## config.mk

```make
export PLATFORM = sky130hd
export DESIGN_NAME = swing_step_sequencer_unit
export DESIGN_NICKNAME = d
export VERILOG_FILES = /design/src/sv/ssq_pkg.sv /design/src/sv/swing_step_sequencer_unit.sv /design/src/sv/ssq_ctrl.sv /design/src/sv/ssq_datapath.sv
export SDC_FILE = /design/constraint.sdc
export NUM_CORES = 2
export LEC_CHECK = 0
export ABC_AREA = 1
export ABC_CLOCK_PERIOD_IN_PS = 12800
export BUFFER_PORTS_ARGS = -buffer_cell sky130_fd_sc_hd__buf_2
export CAP_MARGIN = 20
export CORE_ASPECT_RATIO = 0.7
export CORE_MARGIN = 2
export CORE_UTILIZATION = 35
export DETAILED_ROUTE_END_ITERATION = 7
export SYNTH_ARGS = -nofsm -noshare
export SYNTH_HDL_FRONTEND = slang
export SYNTH_HIERARCHICAL = 1
export SYNTH_SLANG_ARGS = --single-unit
```

## constraint.sdc

```tcl
create_clock -name aclk -period 12.8 [get_ports aclk]
set_clock_uncertainty 0.05 [all_clocks]
set_input_delay 0.64 -clock aclk [delete_from_list [all_inputs] [get_ports aclk]]
set_output_delay 0.64 -clock aclk [all_outputs]
set_load 0.01 [all_outputs]
```

## src/sv/ssq_pkg.sv

```systemverilog
// ----------------------------------------------------------------------------
// ssq_pkg
// Shared types, widths and codes for the swing step sequencer.
// ----------------------------------------------------------------------------
package ssq_pkg;

    localparam int MAX_STEPS  = 32;
    localparam int STEP_IDX_W = $clog2(MAX_STEPS);
    localparam int NSTEP_W    = $clog2(MAX_STEPS + 1);
    localparam int MODV_W     = $clog2(2 * MAX_STEPS);
    localparam int MOD_STEPS  = $clog2(MAX_STEPS) - 1;
    localparam int MOD_CNT_W  = (MOD_STEPS > 1) ? $clog2(MOD_STEPS) : 1;
    localparam int SUB_W      = NSTEP_W + MOD_STEPS;
    localparam int PP_W       = STEP_IDX_W + 2;

    localparam int PERIOD_W   = 24;
    localparam int LEN_W      = PERIOD_W + 1;
    localparam int VAL_W      = 16;
    localparam int MEM_W      = 32;
    localparam int LEVEL_W    = 17;
    localparam int MUL_A_W    = 34;
    localparam int MUL_B_W    = 18;
    localparam int PROD_W     = MUL_A_W + MUL_B_W;
    localparam int CFG_IDX_W  = 3;
    localparam int CFG_DATA_W = 24;

    localparam logic [VAL_W-1:0] VALUE_MAX = 16'd32768;

    // word actions
    localparam logic [1:0] ACT_TICK    = 2'd0;
    localparam logic [1:0] ACT_WRITE   = 2'd1;
    localparam logic [1:0] ACT_RESTART = 2'd2;

    // step order
    localparam logic [1:0] DIR_FWD  = 2'd0;
    localparam logic [1:0] DIR_REV  = 2'd1;
    localparam logic [1:0] DIR_PING = 2'd2;
    localparam logic [1:0] DIR_RAND = 2'd3;

    // configuration register map
    localparam logic [CFG_IDX_W-1:0] CFG_ENABLED   = 3'd0;
    localparam logic [CFG_IDX_W-1:0] CFG_NUM_STEPS = 3'd1;
    localparam logic [CFG_IDX_W-1:0] CFG_PERIOD    = 3'd2;
    localparam logic [CFG_IDX_W-1:0] CFG_SWING     = 3'd3;
    localparam logic [CFG_IDX_W-1:0] CFG_GATE      = 3'd4;
    localparam logic [CFG_IDX_W-1:0] CFG_SLEW      = 3'd5;
    localparam logic [CFG_IDX_W-1:0] CFG_DIRECTION = 3'd6;
    localparam logic [CFG_IDX_W-1:0] CFG_UNIPOLAR  = 3'd7;

    typedef enum logic [3:0] {
        ST_IDLE,
        ST_START,
        ST_CHECK,
        ST_MOD,
        ST_SWING,
        ST_LEN,
        ST_READ,
        ST_HOLD,
        ST_GATE,
        ST_TGT,
        ST_SLEW,
        ST_UPD,
        ST_EMIT,
        ST_ZERO
    } state_t;

    typedef enum logic [3:0] {
        OP_NONE,
        OP_WRITE,
        OP_RESTART,
        OP_START,
        OP_CHECK,
        OP_MOD,
        OP_SWING,
        OP_LEN,
        OP_READ,
        OP_HOLD,
        OP_GATE,
        OP_TGT,
        OP_SLEW,
        OP_UPD,
        OP_EMIT,
        OP_ZERO
    } dp_op_t;

    typedef struct packed {
        dp_op_t               op;
        logic [MOD_CNT_W-1:0] mod_k;
        logic                 pick_load;
    } ctrl_t;

    typedef struct packed {
        logic enabled;
        logic elapsed_ge;
        logic reload;
    } sts_t;

endpackage

```

## src/sv/swing_step_sequencer_unit.sv

```systemverilog
// ----------------------------------------------------------------------------
// swing_step_sequencer_unit
// Modulation step sequencer with swing, gate, slew and polarity output.
// ----------------------------------------------------------------------------
// Each tick word returns one Q15 level on the m_ channel; write and restart
// words return nothing. A disabled tick goes to ZERO, which gives its level as
// the input reopens. An enabled tick passes START and CHECK, then on an advance
// MOD, SWING and LEN, then READ and HOLD on an advance or when the step value
// is loaded after reset or restart, then GATE, TGT, SLEW, UPD and EMIT; its
// level appears as the input reopens. It runs through one shared 34x18
// multiplier (swing length on an advance, gate threshold and slew on every
// tick) and a compare-subtract unit four times to reduce the next step index,
// plus a registered read of the step memory. s_ready is low while a tick is in
// flight; a finished level waits in the output register until it is taken,
// holding the next tick at EMIT or ZERO. Configuration writes are always taken.
// ----------------------------------------------------------------------------
module swing_step_sequencer_unit (
    input  logic                                aclk,
    input  logic                                aresetn,
    input  logic                                s_valid,
    output logic                                s_ready,
    input  logic [1:0]                          s_action,
    input  logic [4:0]                          s_step_index,
    input  logic [15:0]                         s_step_value,
    input  logic [4:0]                          s_random_pick,
    output logic                                m_valid,
    input  logic                                m_ready,
    output logic signed [ssq_pkg::LEVEL_W-1:0]  m_level_out,
    input  logic                                cfg_valid,
    output logic                                cfg_ready,
    input  logic [ssq_pkg::CFG_IDX_W-1:0]       cfg_index,
    input  logic [ssq_pkg::CFG_DATA_W-1:0]      cfg_data
);

    ssq_pkg::ctrl_t ctrl;
    ssq_pkg::sts_t  sts;

    assign cfg_ready = 1'b1;

    ssq_ctrl u_ctrl (
        .aclk     (aclk),
        .aresetn  (aresetn),
        .s_valid  (s_valid),
        .s_action (s_action),
        .m_ready  (m_ready),
        .sts      (sts),
        .s_ready  (s_ready),
        .m_valid  (m_valid),
        .ctrl     (ctrl)
    );

    ssq_datapath u_dp (
        .aclk          (aclk),
        .aresetn       (aresetn),
        .ctrl          (ctrl),
        .cfg_valid     (cfg_valid),
        .cfg_index     (cfg_index),
        .cfg_data      (cfg_data),
        .s_step_index  (s_step_index),
        .s_step_value  (s_step_value),
        .s_random_pick (s_random_pick),
        .sts           (sts),
        .level_out     (m_level_out)
    );

endmodule

```

## src/sv/ssq_ctrl.sv

```systemverilog
// ----------------------------------------------------------------------------
// ssq_ctrl
// Sequencer: walks one tick through the shared datapath, owns the handshakes.
// ----------------------------------------------------------------------------
module ssq_ctrl (
    input  logic            aclk,
    input  logic            aresetn,
    input  logic            s_valid,
    input  logic [1:0]      s_action,
    input  logic            m_ready,
    input  ssq_pkg::sts_t   sts,
    output logic            s_ready,
    output logic            m_valid,
    output ssq_pkg::ctrl_t  ctrl
);

    ssq_pkg::state_t state_reg, state_next;
    logic [ssq_pkg::MOD_CNT_W-1:0] mod_cnt_reg, mod_cnt_next;
    logic m_valid_reg, m_valid_next;
    logic out_free;
    logic accept;
    logic emit_fire;

    assign out_free = !m_valid_reg || m_ready;
    assign accept   = (state_reg == ssq_pkg::ST_IDLE) && s_valid;

    always_comb begin
        state_next = state_reg;
        unique case (state_reg)
            ssq_pkg::ST_IDLE: begin
                if (s_valid && s_action == ssq_pkg::ACT_TICK) begin
                    state_next = sts.enabled ? ssq_pkg::ST_START : ssq_pkg::ST_ZERO;
                end
            end
            ssq_pkg::ST_START: state_next = ssq_pkg::ST_CHECK;
            ssq_pkg::ST_CHECK: begin
                priority if (sts.elapsed_ge) begin
                    state_next = ssq_pkg::ST_MOD;
                end else if (sts.reload) begin
                    state_next = ssq_pkg::ST_READ;
                end else begin
                    state_next = ssq_pkg::ST_GATE;
                end
            end
            ssq_pkg::ST_MOD: begin
                if (mod_cnt_reg == '0) begin
                    state_next = ssq_pkg::ST_SWING;
                end
            end
            ssq_pkg::ST_SWING: state_next = ssq_pkg::ST_LEN;
            ssq_pkg::ST_LEN:   state_next = ssq_pkg::ST_READ;
            ssq_pkg::ST_READ:  state_next = ssq_pkg::ST_HOLD;
            ssq_pkg::ST_HOLD:  state_next = ssq_pkg::ST_GATE;
            ssq_pkg::ST_GATE:  state_next = ssq_pkg::ST_TGT;
            ssq_pkg::ST_TGT:   state_next = ssq_pkg::ST_SLEW;
            ssq_pkg::ST_SLEW:  state_next = ssq_pkg::ST_UPD;
            ssq_pkg::ST_UPD:   state_next = ssq_pkg::ST_EMIT;
            ssq_pkg::ST_EMIT, ssq_pkg::ST_ZERO: begin
                if (out_free) begin
                    state_next = ssq_pkg::ST_IDLE;
                end
            end
            default: state_next = ssq_pkg::ST_IDLE;
        endcase
    end

    always_comb begin
        ctrl.op        = ssq_pkg::OP_NONE;
        ctrl.mod_k     = mod_cnt_reg;
        ctrl.pick_load = 1'b0;
        emit_fire      = 1'b0;
        unique case (state_reg)
            ssq_pkg::ST_IDLE: begin
                ctrl.pick_load = accept && s_action == ssq_pkg::ACT_TICK;
                if (accept && s_action == ssq_pkg::ACT_WRITE) begin
                    ctrl.op = ssq_pkg::OP_WRITE;
                end else if (accept && s_action == ssq_pkg::ACT_RESTART) begin
                    ctrl.op = ssq_pkg::OP_RESTART;
                end
            end
            ssq_pkg::ST_START: ctrl.op = ssq_pkg::OP_START;
            ssq_pkg::ST_CHECK: ctrl.op = ssq_pkg::OP_CHECK;
            ssq_pkg::ST_MOD:   ctrl.op = ssq_pkg::OP_MOD;
            ssq_pkg::ST_SWING: ctrl.op = ssq_pkg::OP_SWING;
            ssq_pkg::ST_LEN:   ctrl.op = ssq_pkg::OP_LEN;
            ssq_pkg::ST_READ:  ctrl.op = ssq_pkg::OP_READ;
            ssq_pkg::ST_HOLD:  ctrl.op = ssq_pkg::OP_HOLD;
            ssq_pkg::ST_GATE:  ctrl.op = ssq_pkg::OP_GATE;
            ssq_pkg::ST_TGT:   ctrl.op = ssq_pkg::OP_TGT;
            ssq_pkg::ST_SLEW:  ctrl.op = ssq_pkg::OP_SLEW;
            ssq_pkg::ST_UPD:   ctrl.op = ssq_pkg::OP_UPD;
            ssq_pkg::ST_EMIT: begin
                if (out_free) begin
                    ctrl.op   = ssq_pkg::OP_EMIT;
                    emit_fire = 1'b1;
                end
            end
            ssq_pkg::ST_ZERO: begin
                if (out_free) begin
                    ctrl.op   = ssq_pkg::OP_ZERO;
                    emit_fire = 1'b1;
                end
            end
            default: ctrl.op = ssq_pkg::OP_NONE;
        endcase
    end

    always_comb begin
        mod_cnt_next = mod_cnt_reg;
        if (state_reg == ssq_pkg::ST_CHECK) begin
            mod_cnt_next = ssq_pkg::MOD_CNT_W'(ssq_pkg::MOD_STEPS - 1);
        end else if (state_reg == ssq_pkg::ST_MOD && mod_cnt_reg != '0) begin
            mod_cnt_next = mod_cnt_reg - 1'b1;
        end
    end

    assign m_valid_next = (m_valid_reg && !m_ready) || emit_fire;

    always_ff @(posedge aclk) begin
        if (!aresetn) begin
            state_reg   <= ssq_pkg::ST_IDLE;
            mod_cnt_reg <= '0;
            m_valid_reg <= 1'b0;
        end else begin
            state_reg   <= state_next;
            mod_cnt_reg <= mod_cnt_next;
            m_valid_reg <= m_valid_next;
        end
    end

    assign s_ready = (state_reg == ssq_pkg::ST_IDLE);
    assign m_valid = m_valid_reg;

endmodule

```

## src/sv/ssq_datapath.sv

```systemverilog
// ----------------------------------------------------------------------------
// ssq_datapath
// Config registers, step memory, sequencer state and the shared multiplier.
// ----------------------------------------------------------------------------
module ssq_datapath (
    input  logic                                 aclk,
    input  logic                                 aresetn,
    input  ssq_pkg::ctrl_t                       ctrl,
    input  logic                                 cfg_valid,
    input  logic [ssq_pkg::CFG_IDX_W-1:0]        cfg_index,
    input  logic [ssq_pkg::CFG_DATA_W-1:0]       cfg_data,
    input  logic [4:0]                           s_step_index,
    input  logic [15:0]                          s_step_value,
    input  logic [4:0]                           s_random_pick,
    output ssq_pkg::sts_t                        sts,
    output logic signed [ssq_pkg::LEVEL_W-1:0]   level_out
);

    // configuration
    logic        enabled_reg;
    logic [5:0]  num_steps_reg;
    logic [ssq_pkg::PERIOD_W-1:0] period_reg;
    logic [9:0]  swing_reg;
    logic [10:0] gate_reg;
    logic [16:0] coef_reg;
    logic [1:0]  direction_reg;
    logic        unipolar_reg;

    logic [ssq_pkg::NSTEP_W-1:0]  n_eff;
    logic [ssq_pkg::PERIOD_W-1:0] period_eff;
    logic [9:0]  swing_eff;
    logic [10:0] gate_eff;
    logic [16:0] coef_eff;

    // sequencer state
    logic [ssq_pkg::STEP_IDX_W-1:0] pos_reg;
    logic                           up_reg;
    logic [ssq_pkg::LEN_W-1:0]      elapsed_reg;
    logic [ssq_pkg::LEN_W-1:0]      length_reg;
    logic                           pending_reg;
    logic                           reload_reg;
    logic [ssq_pkg::VAL_W-1:0]      held_reg;
    logic [ssq_pkg::MEM_W-1:0]      mem_reg;
    logic [ssq_pkg::MAX_STEPS-1:0]  valid_reg;

    // working registers
    logic [4:0]                     pick_reg;
    logic [ssq_pkg::MODV_W-1:0]     modv_reg;
    logic signed [ssq_pkg::PROD_W-1:0] prod_reg;
    logic [ssq_pkg::VAL_W-1:0]      target_reg;
    logic [ssq_pkg::VAL_W-1:0]      rd_data_reg;
    logic                           rd_valid_reg;
    logic signed [ssq_pkg::LEVEL_W-1:0] level_reg;

    logic [ssq_pkg::VAL_W-1:0] step_mem [ssq_pkg::MAX_STEPS];

    // combinational helpers
    logic                              wr_ok;
    logic [ssq_pkg::STEP_IDX_W-1:0]    wr_addr;
    logic [ssq_pkg::VAL_W-1:0]         wr_val;
    logic [ssq_pkg::MODV_W-1:0]        adv_val;
    logic                              adv_up;
    logic signed [ssq_pkg::PP_W-1:0]   pp_base;
    logic signed [ssq_pkg::PP_W-1:0]   pp_next;
    logic signed [ssq_pkg::PP_W-1:0]   pp_last;
    logic [ssq_pkg::SUB_W-1:0]         mod_dvs;
    logic [ssq_pkg::SUB_W-1:0]         mod_val;
    logic [ssq_pkg::PERIOD_W-1:0]      swing_d;
    logic [ssq_pkg::LEN_W-1:0]         len_calc;
    logic [ssq_pkg::LEN_W+9:0]         elapsed_sh;
    logic signed [ssq_pkg::MUL_A_W-1:0] slew_diff;
    logic signed [ssq_pkg::MUL_A_W-1:0] mul_a;
    logic signed [ssq_pkg::MUL_B_W-1:0] mul_b;
    logic signed [ssq_pkg::PROD_W-1:0]  mul_p;
    logic signed [ssq_pkg::MEM_W+3:0]   mem_sum;
    logic [15:0]                       lvl_u;

    // ---- configuration port ----
    always_ff @(posedge aclk) begin
        if (!aresetn) begin
            enabled_reg   <= 1'b0;
            num_steps_reg <= 6'd16;
            period_reg    <= 24'd12000;
            swing_reg     <= 10'd0;
            gate_reg      <= 11'd819;
            coef_reg      <= 17'd65536;
            direction_reg <= ssq_pkg::DIR_FWD;
            unipolar_reg  <= 1'b1;
        end else if (cfg_valid) begin
            unique case (cfg_index)
                ssq_pkg::CFG_ENABLED:   enabled_reg   <= cfg_data[0];
                ssq_pkg::CFG_NUM_STEPS: num_steps_reg <= cfg_data[5:0];
                ssq_pkg::CFG_PERIOD:    period_reg    <= cfg_data[ssq_pkg::PERIOD_W-1:0];
                ssq_pkg::CFG_SWING:     swing_reg     <= cfg_data[9:0];
                ssq_pkg::CFG_GATE:      gate_reg      <= cfg_data[10:0];
                ssq_pkg::CFG_SLEW:      coef_reg      <= cfg_data[16:0];
                ssq_pkg::CFG_DIRECTION: direction_reg <= cfg_data[1:0];
                ssq_pkg::CFG_UNIPOLAR:  unipolar_reg  <= cfg_data[0];
            endcase
        end
    end

    // clamped working values
    always_comb begin
        if ({1'b0, num_steps_reg} > 7'(ssq_pkg::MAX_STEPS)) begin
            n_eff = ssq_pkg::NSTEP_W'(ssq_pkg::MAX_STEPS);
        end else if (num_steps_reg < 6'd4) begin
            n_eff = ssq_pkg::NSTEP_W'(4);
        end else begin
            n_eff = ssq_pkg::NSTEP_W'(num_steps_reg);
        end
        period_eff = (period_reg < 24'd4) ? 24'd4 : period_reg;
        swing_eff  = (swing_reg > 10'd614) ? 10'd614 : swing_reg;
        if (gate_reg < 11'd51) begin
            gate_eff = 11'd51;
        end else if (gate_reg > 11'd1024) begin
            gate_eff = 11'd1024;
        end else begin
            gate_eff = gate_reg;
        end
        if (coef_reg == 17'd0) begin
            coef_eff = 17'd1;
        end else if (coef_reg > 17'd65536) begin
            coef_eff = 17'd65536;
        end else begin
            coef_eff = coef_reg;
        end
    end

    // ---- step memory ----
    assign wr_ok   = (32'(s_step_index) < ssq_pkg::MAX_STEPS);
    assign wr_addr = ssq_pkg::STEP_IDX_W'(s_step_index);
    assign wr_val  = (s_step_value > ssq_pkg::VALUE_MAX) ? ssq_pkg::VALUE_MAX : s_step_value;

    always_ff @(posedge aclk) begin
        if (ctrl.op == ssq_pkg::OP_WRITE && wr_ok) begin
            step_mem[wr_addr] <= wr_val;
        end
        if (ctrl.op == ssq_pkg::OP_READ) begin
            rd_data_reg <= step_mem[pos_reg];
        end
    end

    // ---- next position before reduction ----
    assign pp_base = $signed({2'b00, pos_reg});
    assign pp_next = up_reg ? pp_base + ssq_pkg::PP_W'(1) : pp_base - ssq_pkg::PP_W'(1);
    assign pp_last = $signed({1'b0, n_eff - 1'b1});

    always_comb begin
        adv_up  = up_reg;
        adv_val = '0;
        unique case (direction_reg)
            ssq_pkg::DIR_FWD: begin
                adv_val = ssq_pkg::MODV_W'(pos_reg) + 1'b1;
            end
            ssq_pkg::DIR_REV: begin
                adv_val = ssq_pkg::MODV_W'(pos_reg) + ssq_pkg::MODV_W'(n_eff) - 1'b1;
            end
            ssq_pkg::DIR_PING: begin
                // ends clamp and turn; an out-of-range position clamps to the last step
                priority if (pp_next >= pp_last) begin
                    adv_val = ssq_pkg::MODV_W'(pp_last);
                    adv_up  = 1'b0;
                end else if (pp_next <= 0) begin
                    adv_val = '0;
                    adv_up  = 1'b1;
                end else begin
                    adv_val = ssq_pkg::MODV_W'(pp_next);
                end
            end
            ssq_pkg::DIR_RAND: begin
                adv_val = ssq_pkg::MODV_W'(pick_reg);
            end
        endcase
    end

    // restoring reduction, one shifted divisor per cycle
    assign mod_dvs = ssq_pkg::SUB_W'(n_eff) << ctrl.mod_k;
    assign mod_val = ssq_pkg::SUB_W'(modv_reg);

    // ---- step length from swing ----
    assign swing_d = prod_reg[ssq_pkg::PERIOD_W+9:10];

    always_comb begin
        if (pos_reg[0]) begin
            len_calc = {1'b0, period_eff} + {1'b0, swing_d};
        end else begin
            len_calc = {1'b0, period_eff} - {1'b0, swing_d};
        end
        if (len_calc == '0) begin
            len_calc = {1'b0, period_eff};
        end
    end

    // ---- shared multiplier ----
    assign elapsed_sh = {elapsed_reg, 10'b0};
    assign slew_diff  = $signed({2'b00, target_reg, 16'b0}) - $signed({2'b00, mem_reg});

    always_comb begin
        mul_a = '0;
        mul_b = '0;
        unique case (ctrl.op)
            ssq_pkg::OP_SWING: begin
                mul_a = $signed({10'b0, period_eff});
                mul_b = $signed({8'b0, swing_eff});
            end
            ssq_pkg::OP_GATE: begin
                mul_a = $signed({9'b0, length_reg});
                mul_b = $signed({7'b0, gate_eff});
            end
            ssq_pkg::OP_SLEW: begin
                mul_a = slew_diff;
                mul_b = $signed({1'b0, coef_eff});
            end
            default: begin
                mul_a = '0;
                mul_b = '0;
            end
        endcase
    end

    assign mul_p   = mul_a * mul_b;
    // floor of the product over 2^16
    assign mem_sum = $signed({4'b0, mem_reg}) + prod_reg[ssq_pkg::PROD_W-1:16];
    assign lvl_u   = mem_reg[31:16];

    // ---- working registers, no reset ----
    always_ff @(posedge aclk) begin
        if (ctrl.op == ssq_pkg::OP_CHECK) begin
            modv_reg <= adv_val;
        end else if (ctrl.op == ssq_pkg::OP_MOD && mod_val >= mod_dvs) begin
            modv_reg <= ssq_pkg::MODV_W'(mod_val - mod_dvs);
        end
        if (ctrl.op == ssq_pkg::OP_SWING || ctrl.op == ssq_pkg::OP_GATE ||
            ctrl.op == ssq_pkg::OP_SLEW) begin
            prod_reg <= mul_p;
        end
        if (ctrl.op == ssq_pkg::OP_TGT) begin
            target_reg <= ({17'b0, elapsed_sh} < $unsigned(prod_reg)) ? held_reg : '0;
        end
        if (ctrl.op == ssq_pkg::OP_EMIT) begin
            if (unipolar_reg) begin
                level_reg <= $signed({1'b0, lvl_u});
            end else begin
                level_reg <= $signed({lvl_u, 1'b0} - 17'd32768);
            end
        end else if (ctrl.op == ssq_pkg::OP_ZERO) begin
            level_reg <= '0;
        end
    end

    // pick is latched with the tick word
    always_ff @(posedge aclk) begin
        if (ctrl.pick_load) begin
            pick_reg <= s_random_pick;
        end
    end

    // ---- sequencer state ----
    always_ff @(posedge aclk) begin
        if (!aresetn) begin
            pos_reg      <= '0;
            up_reg       <= 1'b1;
            elapsed_reg  <= '0;
            length_reg   <= '0;
            pending_reg  <= 1'b1;
            reload_reg   <= 1'b0;
            held_reg     <= '0;
            mem_reg      <= '0;
            valid_reg    <= '0;
            rd_valid_reg <= 1'b0;
        end else begin
            unique case (ctrl.op)
                ssq_pkg::OP_WRITE: begin
                    if (wr_ok) begin
                        valid_reg[wr_addr] <= 1'b1;
                    end
                end
                ssq_pkg::OP_RESTART: begin
                    elapsed_reg <= '0;
                    pending_reg <= 1'b1;
                    pos_reg     <= '0;
                    up_reg      <= 1'b1;
                    mem_reg     <= '0;
                end
                ssq_pkg::OP_START: begin
                    elapsed_reg <= elapsed_reg + 1'b1;
                    if (pending_reg) begin
                        length_reg  <= {1'b0, period_eff};
                        pending_reg <= 1'b0;
                        reload_reg  <= 1'b1;
                    end
                end
                ssq_pkg::OP_CHECK: begin
                    if (sts.elapsed_ge) begin
                        elapsed_reg <= elapsed_reg - length_reg;
                        up_reg      <= adv_up;
                    end
                end
                ssq_pkg::OP_SWING: begin
                    pos_reg <= ssq_pkg::STEP_IDX_W'(modv_reg);
                end
                ssq_pkg::OP_LEN: begin
                    length_reg <= len_calc;
                    reload_reg <= 1'b1;
                end
                ssq_pkg::OP_READ: begin
                    rd_valid_reg <= valid_reg[pos_reg];
                end
                ssq_pkg::OP_HOLD: begin
                    held_reg   <= rd_valid_reg ? rd_data_reg : '0;
                    reload_reg <= 1'b0;
                end
                ssq_pkg::OP_UPD: begin
                    mem_reg <= mem_sum[ssq_pkg::MEM_W-1:0];
                end
                default: ;
            endcase
        end
    end

    assign sts.enabled    = enabled_reg;
    assign sts.elapsed_ge = (elapsed_reg >= length_reg);
    assign sts.reload     = reload_reg;
    assign level_out      = level_reg;

endmodule

```

# After elaboration in Yosys (flattened, before gate mapping)
# Memories as Yosys holds them, arrays and structs flattened. A register that Yosys moved wholly into a read port is not among the register bits.
# Index checks and enable logic that the tools add are counted.
[word_totals]
reg_bits = 314
ramBits = 512
input_bits = 60
output_inout_bits = 20
elab_cells = 215
memories = 1
[op_classes]
add_sub_neg = 15
multipliers = 1
order_cmp = 16
eq_ne = 47
shifts = 1
n_mux = 60
n_bitwise = 1
reduce_logical = 47
[mem_list]
columns = ["name", "words", "word_bits", "read_ports", "rd_ports_with_merged_regs", "write_ports", "line_no", "source"]
rows = [
  ["u_dp.step_mem", 32, 16, 1, 1, 1, "ssq_datapath.sv:55", "logic [ssq_pkg::VAL_W-1:0] step_mem [ssq_pkg::MAX_STEPS];"],
]
[op_table]
columns = ["operator", "n"]
rows = [
  ["34-bit one-hot mux with 3 select lines", 1],
  ["25-bit two-way mux", 4],
  ["17-bit two-way mux", 5],
  ["25-bit one-hot mux with 3 select lines", 1],
  ["32-bit one-hot mux with 2 select lines", 1],
  ["4-bit equality test, second input constant", 14],
  ["4-bit one-hot mux with 14 select lines", 1],
  ["35-bit by 52-bit less-than comparator with 1-bit output", 1],
  ["34-bit by 18-bit multiplier with 52-bit output", 1],
  ["4-bit one-hot mux with 13 select lines", 1],
  ["17-bit one-hot mux with 3 select lines", 1],
  ["25-bit one-hot mux with 2 select lines", 1],
  ["4-bit two-way mux", 9],
  ["6-bit two-way mux", 6],
  ["32-bit by 32-bit subtractor with 33-bit output", 1],
  ["32-bit adder", 1],
  ["4-bit by 3-bit equality test with 1-bit output, second input constant", 8],
  ["16-bit two-way mux", 2],
  ["32-bit bitwise OR", 1],
  ["24-bit by 24-bit adder with 25-bit output", 1],
  ["25-bit by 1-bit adder with 25-bit output, second input constant", 1],
  ["25-bit >= comparator", 1],
  ["25-bit logical NOT", 1],
  ["24-bit by 24-bit subtractor with 25-bit output", 1],
  ["other kinds (57)", 123],
]

# Logic depth before layout (Yosys ltp)
[depth]
word_depth = 10
ltp_mapped = 46
depth_no_buf = 45

# Cells and area by module
# The synthesis kept the hierarchy.
[modules_own_cells]
columns = ["mod", "n_inst", "cells_per_inst", "area_each_um2", "seq_area_each_um2"]
rows = [
  ["ssq_datapath", 1, 6887, 61106.1, 22962.0],
  ["ssq_ctrl", 1, 96, 584.3, 140.1],
  ["swing_step_sequencer_unit", 1, 2, 11.3, 0.0],
]

# Least setup slack after synthesis
# Ideal clock, no wire load.
[synth_timing]
kind = "input to register"
start = "input s_action[0]"
end = "register u_dp/prod_reg[45] (netlist bit) (data pin)"
setup_time_ps = 265
arrival_ps = 7478
required_ps = 12485
slack_ps = 5007
cell_stages = 35
path_buffers = 2
cell_sequence = "inv_1 nand2_1 o311ai_0 inv_1 nor2_1 inv_2 nor2_2 inv_1 clkbuf_1 nor2_1 inv_1 nand3_1 clkbuf_1 nand2_1 fa_1 inv_1 fa_1 fa_1 fa_1 fa_1 inv_1 fa_1 inv_1 ha_1 a21oi_1 inv_1 a21oi_1 inv_1 a21oi_1 nand2_1 a21oi_1 o21ai_0 nand4_1 o211ai_1 xor2_1"
[synth_lines]
columns = ["item", "line_no", "source"]
rows = [
  ["from (decl)", "swing_step_sequencer_unit.sv:22", "input logic [1:0] s_action,"],
  ["to (signal assigned)", "ssq_datapath.sv:236", "prod_reg <= mul_p;"],
  ["to (decl)", "ssq_datapath.sv:49", "logic signed [ssq_pkg::PROD_W-1:0] prod_reg;"],
]

==> results.sh <==
export IMPL_cts_tree="built"
export IMPL_synth_nets=7860
export IMPL_first_iter_violations=5740
export IMPL_seq_area_sq_um=23110
export IMPL_syn_area_per_cell_sq_um=8.833
export IMPL_die_area_sq_um=179700
export IMPL_final_max_slew_viol_count=0
export IMPL_ys_warn_count=6
export IMPL_fillers=17540
export IMPL_yosys_area_top_type="edfxtp_1"
export IMPL_max_freq_ghz=0.09407
export IMPL_post_route_period_util_pct=83.05
export IMPL_hold_viol=0
export IMPL_yosys_register_bits=842
export IMPL_setup_viol=0
export IMPL_syn_area_sq_um=61700
export IMPL_worstPathMaxFanout=31
export IMPL_overflow=0
export IMPL_p_total_mw=9.643
export IMPL_vias_per_cell=5.323
export IMPL_end_kind="register"
export IMPL_ir_worst_vdd_mv=0.1243
export IMPL_rr_endpoint="u_dp/prod_reg[46]$_DFFE_PP_"
export IMPL_insertion_delay_ns=0.71
export IMPL_drc=0
export IMPL_dieHeight_microns=355.3
export IMPL_cts_sinks=842
export IMPL_tns_ns=0
export IMPL_final_util_pct=38.80
export IMPL_grt_pass1_wl_microns=308200
export IMPL_worstPathRequired_ns=13.18
export IMPL_synthFlopType="edfxtp_1"
export IMPL_core_area_sq_um=174600
export IMPL_hold_path_class="input pin to register"
export IMPL_finalNonFillerCells=9389
export IMPL_cts_hold_buf=0
export IMPL_totalWireLength_microns=206000
export IMPL_crit_top_cell="inv_1"
export IMPL_slew_headroom_pct=24.87
export IMPL_cts_root_buf="clkbuf_16"
export IMPL_dp_slack_ns=1.896
export IMPL_synth_most_common_cell="inv_1"
export IMPL_regToRegStartpoint="u_ctrl/state_reg[1]$_SDFFE_PN0P_"
export IMPL_ant_nets=0
export IMPL_maxCapViolations=0
export IMPL_rsz0062_at_grt="false"
export IMPL_fin_area_sq_um=67730
export IMPL_synth_common_cells="inv_1, nand2_1, nor2_1"
export IMPL_synth_edf_count=624
export IMPL_synth_area_leaders="edfxtp_1, fa_1, inv_1"
export IMPL_placed_cells=9231
export IMPL_r2r_slack_ns=2.17
export IMPL_crit_path_start_kind="register"
export IMPL_gp_congestion=1.013
export IMPL_leakage_nw=29.77
export IMPL_ys_seq_area_share_pct=37.44
export IMPL_worstSetupPathType="register to register"
export IMPL_vias=49980
export IMPL_fp_row_count=128
export IMPL_syn_inst=6985
export IMPL_multi_input_area_sq_um=32690
export IMPL_grt_pass1_vias=47430
export IMPL_grt_max_degree=72
export IMPL_start_util_pct=35.35
export IMPL_synth_cell_types=73
export IMPL_antenna_found_initial=11
export IMPL_holdPathEnd="u_dp/pick_reg[2]$_DFFE_PP_"
export IMPL_timing_final_ws_setup_ns=2.170
export IMPL_period_needed_ns=10.63
export IMPL_r2r_cells=31
export IMPL_hold_start="s_random_pick[2]"
export IMPL_wl_per_cell_microns=21.94
export IMPL_layout_nets=7854
export IMPL_crit_slowest_cell="inv_1"
export IMPL_layout_drive_gt1_share_pct=6.571
export IMPL_hpwl_microns=153500
export IMPL_cts_buffers=82
export IMPL_place_area_sq_um=64830
export IMPL_worst_ep_arrival_time_ns=11.01
export IMPL_cts_buffer_depth=3
export IMPL_cts_resized=0
export IMPL_drt_pass1_iterations=6
export IMPL_syn_to_final_growth_pct=9.768
export IMPL_synthArstFlopShare_pct=0
export IMPL_synth_top_area_share_pct=30.37
export IMPL_cts_htree_levels=3
export IMPL_holdWs_ns=0.1046
export IMPL_io_buffers=78
export IMPL_status="complete, no violations"
export IMPL_max_stage_delay_ns=0.68
export IMPL_largest_reg_flops=512
export IMPL_grtUsageTotal_pct=22.55
export IMPL_worstMarginPinSlew_ns=1.123
export IMPL_cts_clk_slew_worst_paths_ns=0.06
export IMPL_io_pins=80
export IMPL_hold_depth=1
export IMPL_powerDensity_nw_per_um2=142.4
export IMPL_postCtsSetupBuffers=0
export IMPL_dieWidth_microns=505.8
-- worst max-delay path by stage --
stage / from / end / slack, ns / depth (start not counted)
finish: u_ctrl/state_reg[1]$_SDFFE_PN0P_ / u_dp/prod_reg[46]$_DFFE_PP_ / 2.17 / 31
global route: u_ctrl/state_reg[1]$_SDFFE_PN0P_ / u_dp/prod_reg[45]$_DFFE_PP_ / 1.71 / 33
CTS: u_ctrl/state_reg[2]$_SDFFE_PN0P_ / u_dp/prod_reg[45]$_DFFE_PP_ / 2.05 / 35
detailed placement: s_action[0] / u_dp/prod_reg[45]$_DFFE_PP_ / 1.90 / 36
global placement: s_action[0] / u_dp/prod_reg[48]$_DFFE_PP_ / 1.95 / 31
floorplan: s_action[0] / u_dp/prod_reg[45]$_DFFE_PP_ / 5.01 / 35
-- metal layers --
| layer | GRT usage [%] | routed length (microns) | part of all wire, % | up-vias |
|---|---|---|---|---|
| met1 | 35.63 | 98710 | 48 | 24660 |
| li1 | - | - | - | 22760 |
| met4 | 5.696 | 4911 | 2.4 | 2 |
| met5 | 0 | 13 | 0.0063 | - |
| met3 | 4.729 | 19810 | 9.6 | 266 |
| met2 | 30.67 | 82560 | 40 | 2295 |
-- cells in the final DEF (no fill, tap or decap), drive strengths merged, types with 27 or more instances in the layout --
cell type / instances
xnor2: 27
o21ai: 365
clkbuf: 92
nand3: 193
xor2: 71
ha: 270
dfxtp: 218
a31oi: 37
nand4: 49
o22ai: 82
nand2: 1097
buf: 187
nor2: 861
inv: 1298
nand3b: 46
edfxtp: 624
o211ai: 41
fa: 545
clkinv: 51
nor3: 164
nor4: 98
o221ai: 56
a21oi: 359
o311ai: 54
-- power breakdown --
part           leakage (nW)  internal (mW)  total (mW)  switching (mW)
clock network          1.36           1.39        2.56            1.17
registers              7.47           3.19        3.42           0.229
logic                  20.9          0.992        3.67            2.67
-- cell families after synthesis --
kind of cell | share of synthesized area [%]
AO/OA/AOI/OAI | 10.64
XOR/XNOR | 1.391
adder cells (fa/ha/maj) | 23.16
buffers and inverters | 9.798
flip-flops | 37.44
multiplexers | 0.06489
other | 0.01217
AND/OR/NAND/NOR | 17.50
-- critical path, delay by kind of cell (launching register included) --
kind / cells / cell delay (ns)
adder cells (fa/ha/maj): 7 / 3.36
AND/OR/NAND/NOR: 10 / 2.59
buffers and inverters: 9 / 2.08
AO/OA/AOI/OAI: 4 / 1.81
flip-flops: 1 / 0.38
XOR/XNOR: 1 / 0.09
-- cell type report --
| type | count | area share (%) |
|---|---|---|
| multi-input cells | 4562 | 48.26 |
| clock inverters | 60 | 0.9957 |
| repair buffers | 188 | 1.892 |
| flip-flops and latches | 842 | 34.12 |
| clock buffers | 91 | 3.155 |
| well taps | 2340 | 4.323 |
| inverters | 1303 | 7.234 |
| diodes | 3 | 0.01108 |
(Power assumes the default switching activity.)
